`src/rtl/bwpt_pkg.sv`:
```
`timescale 1ns / 1ps
// bwpt_pkg: shared types and codes for the block write protection table
// used by the front, back and top level files; no dependencies

package bwpt_pkg;

  localparam int unsigned CfgIdxW  = 3;
  localparam int unsigned CfgDataW = 32;
  localparam int unsigned OpW      = 3;
  localparam int unsigned MaskW    = 32;
  localparam int unsigned CountW   = 6;

  typedef enum logic [OpW-1:0] {
    OP_CHECK      = 3'd0,
    OP_ENABLE     = 3'd1,
    OP_DISABLE    = 3'd2,
    OP_GLOBAL_ON  = 3'd3,
    OP_GLOBAL_OFF = 3'd4,
    OP_GLOBAL_QRY = 3'd5,
    OP_REC_WRITE  = 3'd6,
    OP_ONCE_QRY   = 3'd7
  } bwpt_op_e;

  typedef enum logic [CfgIdxW-1:0] {
    CFG_WINDOW     = 3'd0,
    CFG_BLOCK_CNT  = 3'd1,
    CFG_CONFIGURED = 3'd2,
    CFG_STATIC     = 3'd3,
    CFG_WRITE_ONCE = 3'd4,
    CFG_AUTO_PROT  = 3'd5
  } bwpt_cfg_idx_e;

  typedef enum logic {
    BK_IDLE,
    BK_EXEC
  } bwpt_bk_state_e;

  // classification of one word, worked out at the front
  typedef struct packed {
    logic valid;
    logic cfg;
    logic stat;
    logic once;
  } bwpt_class_t;

  localparam int unsigned ClassW = $bits(bwpt_class_t);

  // settings the back needs while executing
  typedef struct packed {
    logic [CfgDataW-1:0] window_ms;
    logic                auto_protect;
  } bwpt_back_cfg_t;

endpackage

```
`src/rtl/block_write_protection_table_unit.sv`:
```
`timescale 1ns / 1ps
// block write protection table: one result word for every operation word
// an input word passes the queue, the back's head latch and the result register
// the back takes no new word before it is through with the last: its sequencer reads
// the timestamp memory on the pop and executes the update in execute, where a stalled result holds it
// reset: all protection flags, timestamp valid bits and the global flag clear at once
// depends on bwpt_pkg, bwpt_front, bwpt_queue, bwpt_back

module block_write_protection_table_unit #(
  parameter int unsigned NUM_BLOCKS = 32,
  parameter int unsigned TIME_BITS  = 32
) (
  input  logic        clk_i,
  input  logic        rst_ni,
  input  logic        cfg_valid_i,
  output logic        cfg_ready_o,
  input  logic [2:0]  cfg_index_i,
  input  logic [31:0] cfg_data_i,
  input  logic        in_valid_i,
  output logic        in_ready_o,
  input  logic [2:0]  operation_i,
  input  logic [15:0] block_id_i,
  input  logic [31:0] now_ms_i,
  output logic        out_valid_o,
  input  logic        out_ready_i,
  output logic        answer_o,
  output logic        id_valid_o
);
  import bwpt_pkg::*;

  localparam int unsigned IdxW = (NUM_BLOCKS > 1) ? $clog2(NUM_BLOCKS) : 1;
  localparam int unsigned QW   = OpW + ClassW + IdxW + TIME_BITS;

  bwpt_back_cfg_t       back_cfg;
  bwpt_op_e             f_op, b_op;
  bwpt_class_t          f_cls, b_cls;
  logic [IdxW-1:0]      f_idx, b_idx;
  logic [TIME_BITS-1:0] f_now, b_now;
  logic [QW-1:0]        q_wdata, q_rdata;
  logic                 q_full, q_empty, q_pop, q_push;

  assign cfg_ready_o = 1'b1;
  assign in_ready_o  = !q_full;
  assign q_push      = in_valid_i && !q_full;

  bwpt_front #(
    .NUM_BLOCKS (NUM_BLOCKS),
    .TIME_BITS  (TIME_BITS),
    .IDX_W      (IdxW)
  ) u_front (
    .clk_i       (clk_i),
    .rst_ni      (rst_ni),
    .cfg_valid_i (cfg_valid_i),
    .cfg_index_i (cfg_index_i),
    .cfg_data_i  (cfg_data_i),
    .operation_i (operation_i),
    .block_id_i  (block_id_i),
    .now_ms_i    (now_ms_i),
    .back_cfg_o  (back_cfg),
    .op_o        (f_op),
    .cls_o       (f_cls),
    .idx_o       (f_idx),
    .now_o       (f_now)
  );

  assign q_wdata = {f_op, f_cls, f_idx, f_now};

  bwpt_queue #(
    .WIDTH (QW)
  ) u_queue (
    .clk_i   (clk_i),
    .rst_ni  (rst_ni),
    .push_i  (q_push),
    .wdata_i (q_wdata),
    .full_o  (q_full),
    .pop_i   (q_pop),
    .empty_o (q_empty),
    .rdata_o (q_rdata)
  );

  assign b_op  = bwpt_op_e'(q_rdata[QW-1 -: OpW]);
  assign b_cls = bwpt_class_t'(q_rdata[QW-OpW-1 -: ClassW]);
  assign b_idx = q_rdata[TIME_BITS+IdxW-1 -: IdxW];
  assign b_now = q_rdata[TIME_BITS-1:0];

  bwpt_back #(
    .NUM_BLOCKS (NUM_BLOCKS),
    .TIME_BITS  (TIME_BITS),
    .IDX_W      (IdxW)
  ) u_back (
    .clk_i       (clk_i),
    .rst_ni      (rst_ni),
    .cfg_i       (back_cfg),
    .q_empty_i   (q_empty),
    .q_pop_o     (q_pop),
    .op_i        (b_op),
    .cls_i       (b_cls),
    .idx_i       (b_idx),
    .now_i       (b_now),
    .out_valid_o (out_valid_o),
    .out_ready_i (out_ready_i),
    .answer_o    (answer_o),
    .id_valid_o  (id_valid_o)
  );

endmodule

```
`src/rtl/bwpt_front.sv`:
```
`timescale 1ns / 1ps
// bwpt_front: configuration registers and classification of incoming words
// depends on bwpt_pkg

module bwpt_front #(
  parameter int unsigned NUM_BLOCKS = 32,
  parameter int unsigned TIME_BITS  = 32,
  parameter int unsigned IDX_W      = 5
) (
  input  logic                     clk_i,
  input  logic                     rst_ni,
  input  logic                     cfg_valid_i,
  input  logic [2:0]               cfg_index_i,
  input  logic [31:0]              cfg_data_i,
  input  logic [2:0]               operation_i,
  input  logic [15:0]              block_id_i,
  input  logic [31:0]              now_ms_i,
  output bwpt_pkg::bwpt_back_cfg_t back_cfg_o,
  output bwpt_pkg::bwpt_op_e       op_o,
  output bwpt_pkg::bwpt_class_t    cls_o,
  output logic [IDX_W-1:0]         idx_o,
  output logic [TIME_BITS-1:0]     now_o
);
  import bwpt_pkg::*;

  logic [CfgDataW-1:0] window_q;
  logic [CountW-1:0]   block_cnt_q;
  logic [MaskW-1:0]    configured_q;
  logic [MaskW-1:0]    static_q;
  logic [MaskW-1:0]    once_q;
  logic                auto_q;

  always_ff @(posedge clk_i or negedge rst_ni) begin
    if (!rst_ni) begin
      window_q     <= '0;
      block_cnt_q  <= '0;
      configured_q <= '0;
      static_q     <= '0;
      once_q       <= '0;
      auto_q       <= 1'b1;
    end else if (cfg_valid_i) begin
      unique case (bwpt_cfg_idx_e'(cfg_index_i))
        CFG_WINDOW:     window_q     <= cfg_data_i;
        CFG_BLOCK_CNT:  block_cnt_q  <= cfg_data_i[CountW-1:0];
        CFG_CONFIGURED: configured_q <= cfg_data_i;
        CFG_STATIC:     static_q     <= cfg_data_i;
        CFG_WRITE_ONCE: once_q       <= cfg_data_i;
        CFG_AUTO_PROT:  auto_q       <= cfg_data_i[0];
        default: ;
      endcase
    end
  end

  logic id_valid;
  logic in_mask;
  logic cfg_bit;

  always_comb begin
    id_valid = (block_id_i < 16'(block_cnt_q)) && (block_id_i < 16'(NUM_BLOCKS));
    // ids past the mask width have no descriptor
    in_mask  = (block_id_i[15:5] == '0);
    cfg_bit  = id_valid && in_mask && configured_q[block_id_i[4:0]];
    cls_o.valid = id_valid;
    cls_o.cfg   = cfg_bit;
    cls_o.stat  = cfg_bit && static_q[block_id_i[4:0]];
    cls_o.once  = cfg_bit && once_q[block_id_i[4:0]];
  end

  assign op_o  = bwpt_op_e'(operation_i);
  assign idx_o = block_id_i[IDX_W-1:0];
  assign now_o = TIME_BITS'(now_ms_i);

  assign back_cfg_o.window_ms    = window_q;
  assign back_cfg_o.auto_protect = auto_q;

endmodule

```
`src/rtl/bwpt_queue.sv`:
```
`timescale 1ns / 1ps
// bwpt_queue: two-entry queue between front and back
// depends on bwpt_pkg only through the top level that sizes it

module bwpt_queue #(
  parameter int unsigned WIDTH = 8
) (
  input  logic             clk_i,
  input  logic             rst_ni,
  input  logic             push_i,
  input  logic [WIDTH-1:0] wdata_i,
  output logic             full_o,
  input  logic             pop_i,
  output logic             empty_o,
  output logic [WIDTH-1:0] rdata_o
);

  logic [WIDTH-1:0] slot_q [2];
  logic             wr_ptr_q, rd_ptr_q;
  logic [1:0]       cnt_q;

  always_ff @(posedge clk_i or negedge rst_ni) begin
    if (!rst_ni) begin
      wr_ptr_q <= 1'b0;
      rd_ptr_q <= 1'b0;
      cnt_q    <= 2'd0;
    end else begin
      if (push_i) wr_ptr_q <= ~wr_ptr_q;
      if (pop_i)  rd_ptr_q <= ~rd_ptr_q;
      priority if (push_i && !pop_i) begin
        cnt_q <= cnt_q + 2'd1;
      end else if (pop_i && !push_i) begin
        cnt_q <= cnt_q - 2'd1;
      end
    end
  end

  always_ff @(posedge clk_i) begin
    if (push_i) slot_q[wr_ptr_q] <= wdata_i;
  end

  assign full_o  = (cnt_q == 2'd2);
  assign empty_o = (cnt_q == 2'd0);
  assign rdata_o = slot_q[rd_ptr_q];

endmodule

```
`src/rtl/bwpt_back.sv`:
```
`timescale 1ns / 1ps
// bwpt_back: protection flags, timestamp memory, global flag and result register
// depends on bwpt_pkg

module bwpt_back #(
  parameter int unsigned NUM_BLOCKS = 32,
  parameter int unsigned TIME_BITS  = 32,
  parameter int unsigned IDX_W      = 5
) (
  input  logic                     clk_i,
  input  logic                     rst_ni,
  input  bwpt_pkg::bwpt_back_cfg_t cfg_i,
  input  logic                     q_empty_i,
  output logic                     q_pop_o,
  input  bwpt_pkg::bwpt_op_e       op_i,
  input  bwpt_pkg::bwpt_class_t    cls_i,
  input  logic [IDX_W-1:0]         idx_i,
  input  logic [TIME_BITS-1:0]     now_i,
  output logic                     out_valid_o,
  input  logic                     out_ready_i,
  output logic                     answer_o,
  output logic                     id_valid_o
);
  import bwpt_pkg::*;

  localparam int unsigned CmpW = (TIME_BITS > CfgDataW) ? TIME_BITS : CfgDataW;

  bwpt_bk_state_e       st_q, st_d;
  bwpt_op_e             op_q;
  bwpt_class_t          cls_q;
  logic [IDX_W-1:0]     idx_q;
  logic [TIME_BITS-1:0] now_q;

  logic [NUM_BLOCKS-1:0] bp_q, bp_d;
  logic [NUM_BLOCKS-1:0] lwt_vld_q, lwt_vld_d;
  logic [TIME_BITS-1:0]  lwt_mem [NUM_BLOCKS];
  logic [TIME_BITS-1:0]  mem_rd_q;
  logic                  gp_q, gp_d;
  logic [TIME_BITS-1:0]  gst_q, gst_d;

  logic                 out_valid_q, answer_q, id_valid_q;
  logic                 exec;
  logic                 ans_d;
  logic                 mem_we;
  logic                 bp_rd;
  logic [TIME_BITS-1:0] last;
  logic [TIME_BITS-1:0] el_blk, el_glb;
  logic                 open_blk, open_glb;

  always_ff @(posedge clk_i or negedge rst_ni) begin
    if (!rst_ni) st_q <= BK_IDLE;
    else         st_q <= st_d;
  end

  always_comb begin
    st_d    = st_q;
    q_pop_o = 1'b0;
    exec    = 1'b0;
    unique case (st_q)
      BK_IDLE: begin
        if (!q_empty_i) begin
          q_pop_o = 1'b1;
          st_d    = BK_EXEC;
        end
      end
      BK_EXEC: begin
        if (!out_valid_q || out_ready_i) begin
          exec = 1'b1;
          st_d = BK_IDLE;
        end
      end
      default: st_d = BK_IDLE;
    endcase
  end

  // head word is latched while its timestamp is read
  always_ff @(posedge clk_i) begin
    if (q_pop_o) begin
      op_q     <= op_i;
      cls_q    <= cls_i;
      idx_q    <= idx_i;
      now_q    <= now_i;
      mem_rd_q <= lwt_mem[idx_i];
    end
    if (mem_we) lwt_mem[idx_q] <= now_q;
  end

  always_comb begin
    bp_rd    = cls_q.valid && bp_q[idx_q];
    last     = (cls_q.valid && lwt_vld_q[idx_q]) ? mem_rd_q : '0;
    el_blk   = now_q - last;
    el_glb   = now_q - gst_q;
    open_blk = CmpW'(el_blk) < CmpW'(cfg_i.window_ms);
    open_glb = CmpW'(el_glb) < CmpW'(cfg_i.window_ms);
  end

  always_comb begin
    bp_d      = bp_q;
    lwt_vld_d = lwt_vld_q;
    gp_d      = gp_q;
    gst_d     = gst_q;
    ans_d     = 1'b0;
    mem_we    = 1'b0;
    if (exec) begin
      unique case (op_q)
        OP_CHECK: begin
          priority if (!cls_q.valid || !cls_q.cfg || gp_q || cls_q.stat) begin
            ans_d = 1'b1;
          end else if (bp_rd && open_blk) begin
            ans_d = 1'b1;
          end else begin
            // lapsed flag is dropped on check
            bp_d[idx_q] = 1'b0;
            ans_d = cls_q.once && (last != '0);
          end
        end
        OP_ENABLE: begin
          if (cls_q.valid) begin
            bp_d[idx_q]      = 1'b1;
            lwt_vld_d[idx_q] = 1'b1;
            mem_we           = 1'b1;
          end
        end
        OP_DISABLE: begin
          if (cls_q.valid && !cls_q.once) bp_d[idx_q] = 1'b0;
        end
        OP_GLOBAL_ON: begin
          gp_d  = 1'b1;
          gst_d = now_q;
        end
        OP_GLOBAL_OFF: gp_d = 1'b0;
        OP_GLOBAL_QRY: begin
          if (gp_q) begin
            if (open_glb) ans_d = 1'b1;
            else          gp_d  = 1'b0;
          end
        end
        OP_REC_WRITE: begin
          if (cls_q.valid && cls_q.cfg) begin
            lwt_vld_d[idx_q] = 1'b1;
            mem_we           = 1'b1;
            if ((cfg_i.auto_protect && cls_q.stat) || cls_q.once) bp_d[idx_q] = 1'b1;
          end
        end
        OP_ONCE_QRY: ans_d = cls_q.once;
        default: ;
      endcase
    end
  end

  always_ff @(posedge clk_i or negedge rst_ni) begin
    if (!rst_ni) begin
      bp_q        <= '0;
      lwt_vld_q   <= '0;
      gp_q        <= 1'b0;
      gst_q       <= '0;
      out_valid_q <= 1'b0;
    end else begin
      bp_q      <= bp_d;
      lwt_vld_q <= lwt_vld_d;
      gp_q      <= gp_d;
      gst_q     <= gst_d;
      if (exec)             out_valid_q <= 1'b1;
      else if (out_ready_i) out_valid_q <= 1'b0;
    end
  end

  always_ff @(posedge clk_i) begin
    if (exec) begin
      answer_q   <= ans_d;
      id_valid_q <= cls_q.valid;
    end
  end

  assign out_valid_o = out_valid_q;
  assign answer_o    = answer_q;
  assign id_valid_o  = id_valid_q;

  a_stall_holds: assert property (@(posedge clk_i) disable iff (!rst_ni)
    (st_q == BK_EXEC && out_valid_q && !out_ready_i) |=> (st_q == BK_EXEC))
    else $error("back left execute while result was stalled");

  a_no_answer_on_update: assert property (@(posedge clk_i) disable iff (!rst_ni)
    (exec && op_q != OP_CHECK && op_q != OP_GLOBAL_QRY && op_q != OP_ONCE_QRY)
    |=> !answer_q)
    else $error("answer set for an update operation");

  a_glb_answer_keeps_flag: assert property (@(posedge clk_i) disable iff (!rst_ni)
    (exec && op_q == OP_GLOBAL_QRY && ans_d) |=> gp_q)
    else $error("global flag dropped on an active query");

  a_pop_only_idle: assert property (@(posedge clk_i) disable iff (!rst_ni)
    q_pop_o |=> (st_q == BK_EXEC))
    else $error("pop did not start execution");

endmodule
```
`config.mk`:
```
export PLATFORM = sky130hd
export DESIGN_NAME = block_write_protection_table_unit
export DESIGN_NICKNAME = d
export VERILOG_FILES = /design/src/rtl/bwpt_pkg.sv /design/src/rtl/block_write_protection_table_unit.sv /design/src/rtl/bwpt_front.sv /design/src/rtl/bwpt_queue.sv /design/src/rtl/bwpt_back.sv
export SDC_FILE = /design/constraint.sdc
export NUM_CORES = 2
export LEC_CHECK = 0
export BUFFER_PORTS_ARGS = -buffer_cell sky130_fd_sc_hd__buf_2
export CAP_MARGIN = 20
export CORE_MARGIN = 3
export CORE_UTILIZATION = 40
export DETAILED_ROUTE_END_ITERATION = 7
export PLACE_DENSITY_LB_ADDON = 0.3
export SYNTH_ARGS = -nofsm -noshare
export SYNTH_HDL_FRONTEND = slang
export SYNTH_HIERARCHICAL = 1
export SYNTH_SLANG_ARGS = --single-unit
```
`constraint.sdc`:
```
create_clock -name clk_i -period 7 [get_ports clk_i]
set_input_delay 0.7 -clock clk_i [delete_from_list [all_inputs] [get_ports clk_i]]
set_output_delay 0.7 -clock clk_i [all_outputs]
set_load 0.03 [all_outputs]
```
==> impl_metrics.ini <==
[timing]
max-slew-margin-rel = 0.237
rsz0062_at_grt = false
post-route-period-util = 0.938
finalMaxSlewViolations = 0
min_period_ns = 6.56
final-hold-violation-count = 0
timing.setup.tns_ns = 0
fin_skew_ns = 0.0373
tightest_slew_ns = 1.14
setup_violations = 0
fmax_ghz = 0.152

[worst_setup_path]
worst_setup_path_end_kind = flop
crit_required_ns = 7.64
critPathKind = flop to flop
crit_path_frequent_cell = o21ai_0
worstPathMaxFanout = 21
cpMaxStageDelayCell = or4_1
max_stage_delay_ns = 0.56
crit-reg2reg-launch = u_back/idx_q[0]$_DFFE_PP_
cp.arrival_ns = 7.21
r2r_slack_ns = 0.44
r2r.worst_path.cells = 28
cp-start-kind = flop

[route]
wire_per_inst_um = 27.3
drt-pass1-iter-count = 5
ant_nets = 0
vias = 31057
drt_iter0_markers = 3579
drt_wl_total_um = 151000
drt_drc_violations_left = 0
viasPerCell = 5.62

[die]
placementRows = 142
dieArea_um2 = 156000
io_pins = 96
die_w_um = 395
coreArea_um2 = 150000
initial_core_util = 0.404
dieHeight_um = 395

[finish]
final_common_cell = edfxtp_1
fin_cells = 5525
final_cell_mix = edfxtp_1, mux4_2, dfrtp_1
final_nets = 3616
layout-drive-gt1-share = 0.307
area_growth_pct = 12.8

[logic_synthesis]
yosysTopAreaCellShare = 0.590
yosys-top-cells-area = edfxtp_1, mux4_2, dfrtp_1, mux2_2, ha_1
ys.flop_type = edfxtp_1
ys_types = 87
syn_area_um2 = 60600
yosysWarningCount = 6
ys_seq_area_frac = 0.688
ys_seq_elements = 1428
synth_top_cell_by_area = edfxtp_1
syn_nets = 3449
syn_area_per_cell_um2 = 18.8
synth_edf_count = 1190
syn_inst = 3225
synthArstFlopShare = 0.167

[clock_network]
clk_transition_reported_paths_ns = 0.06
cts_buffers = 142
htreeDepth = 4
root_buffer = clkbuf_16
clockBufferDepth = 3
cts_tree = built
clock_sinks = 1428
clk-insertion-delay-late_ns = 0.79

[global_route]
grt_usage = 0.193
grt_start_max_net_pins = 153
antenna_found_initial = 5
grt_pass1_vias = 31467
grt_overflow_total = 0
grt.busiest_layer = met2
grt_pass1_wl_um = 221000
grt_use_met1 = 0.271
grt_util_met3 = 0.0287
met2_usage = 0.320

[pwr]
power_density_nw_per_um2 = 429
p_leak_nw = 23.7
vdd_drop_max_v = 0.000419

[place]
placedCellCount = 5261
dp_hpwl_um = 88900
portBuffers = 94
gp_congestion = 0.873

[status]
status = finished, final reports clean

[worst_hold_path]
hold_class = input pin to flop
whs_path_depth = 1
worstHoldEndpoint = u_queue/slot_q[1][21]$_DFFE_PP_
min-delay-start = now_ms_i[21]

[run]
maxCapViolCount = 0
## routing by layer
layer  up-vias  wire length (µm)  share of wire
met5         -                 0              0
met4         0              2900          0.019
met3       178              8800          0.058
met2      1023             75100           0.50
met1     16590             64300           0.43
li1      13266                 -              -
## cell type report
cell class / instances / area, µm²
diodes: 1 / 2.50
clock buffers: 178 / 3750
clock inverters: 82 / 733
fillers: 12784 / 81800
inverters: 88 / 334
multi-input cells: 1530 / 17900
flip-flops and latches: 1428 / 41700
well taps: 2016 / 2520
repair buffers: 202 / 1400
## worst max-delay path: cells and delay by family (launching register included)
family / cells / cell delay [ns]
buffers and inverters: 4 / 0.85
AO/OA/AOI/OAI: 11 / 2.35
flip-flops: 1 / 0.35
multiplexers: 2 / 0.71
adder cells (fa/ha/maj): 2 / 0.58
AND/OR/NAND/NOR: 8 / 1.44
XOR/XNOR: 1 / 0.13
## where the power goes
part	total (W)	leakage, nW	internal [W]	switching (W)
sequential	0.0116	13.7	0.0110	0.000628
clock	0.00736	2.20	0.00407	0.00329
combinational	0.0103	7.76	0.00453	0.00581
## synth_stat cells, drive strengths merged, types with 44 or more instances
cell type / count
inv: 87
edfxtp: 1190
ha: 131
nor2: 112
dfrtp: 237
mux2: 276
nand2: 98
clkbuf: 70
o21ai: 50
a21oi: 73
buf: 107
mux4: 348
xnor2: 44
## logic make-up (layout without fill, tap and decap cells)
family / after synthesis / in the layout / share of synthesized area
xor+xnor: 58 / 58 / 0.00838
buf+inv: 267 / 550 / 0.0223
simple gates: 401 / 401 / 0.0330
compound gates: 291 / 291 / 0.0331
mux: 646 / 646 / 0.187
flops: 1428 / 1428 / 0.688
other cells: 1 / 2 / 0.0000619
fa+ha+maj: 133 / 133 / 0.0277
## sequential cells by signal, indices dropped and copies added (netlist names), 3 cells and up, named ones only
name / count
u_queue/slot_q: 88
u_back/mem_rd_q: 32
u_front/block_cnt_q: 6
u_back/idx_q: 5
u_front/once_q: 32
u_front/window_q: 32
u_front/configured_q: 32
u_back/lwt_vld_q: 32
u_back/lwt_mem: 1024
u_front/static_q: 32
u_back/gst_q: 32
u_back/now_q: 32
u_back/op_q: 3
u_back/cls_q: 4
## how the worst max path moves through the flow
stage                                          from   end  depth (start not counted)
after floorplan           u_back/idx_q[0]$_DFFE_PP_  flop                         29
after global placement    u_back/idx_q[2]$_DFFE_PP_  flop                         25
after detailed placement  u_back/idx_q[2]$_DFFE_PP_  flop                         26
after CTS                 u_back/idx_q[2]$_DFFE_PP_  flop                         26
after global routing      u_back/idx_q[4]$_DFFE_PP_  flop                         28
final                     u_back/idx_q[0]$_DFFE_PP_  flop                         28
## stage by stage
step	utilization	hold slack (ns)	area (µm²)	total power [W]	setup WS (ns)
2_1_floorplan	-	0.404	60600	0.0190	1.01
3_5_place_dp	0.425	0.446	63700	0.0221	0.122
3_3_place_gp	0.424	0.448	63700	0.0220	-0.0896
5_1_grt	0.455	0.0783	68300	0.0308	0.0236
6_report	0.455	0.116	68300	0.0293	0.437
4_1_cts	0.455	0.0514	68200	0.0295	0.0876
## what timing repair did
item / CTS / global route
setup endpoints to repair: 0 / 32
gates resized for setup: 0 / 4
setup buffers: 0 / 2
hold buffers: 1 / 0
hold endpoints to repair: 86 / 0
No activity file was read; power rests on OpenSTA's default activity.
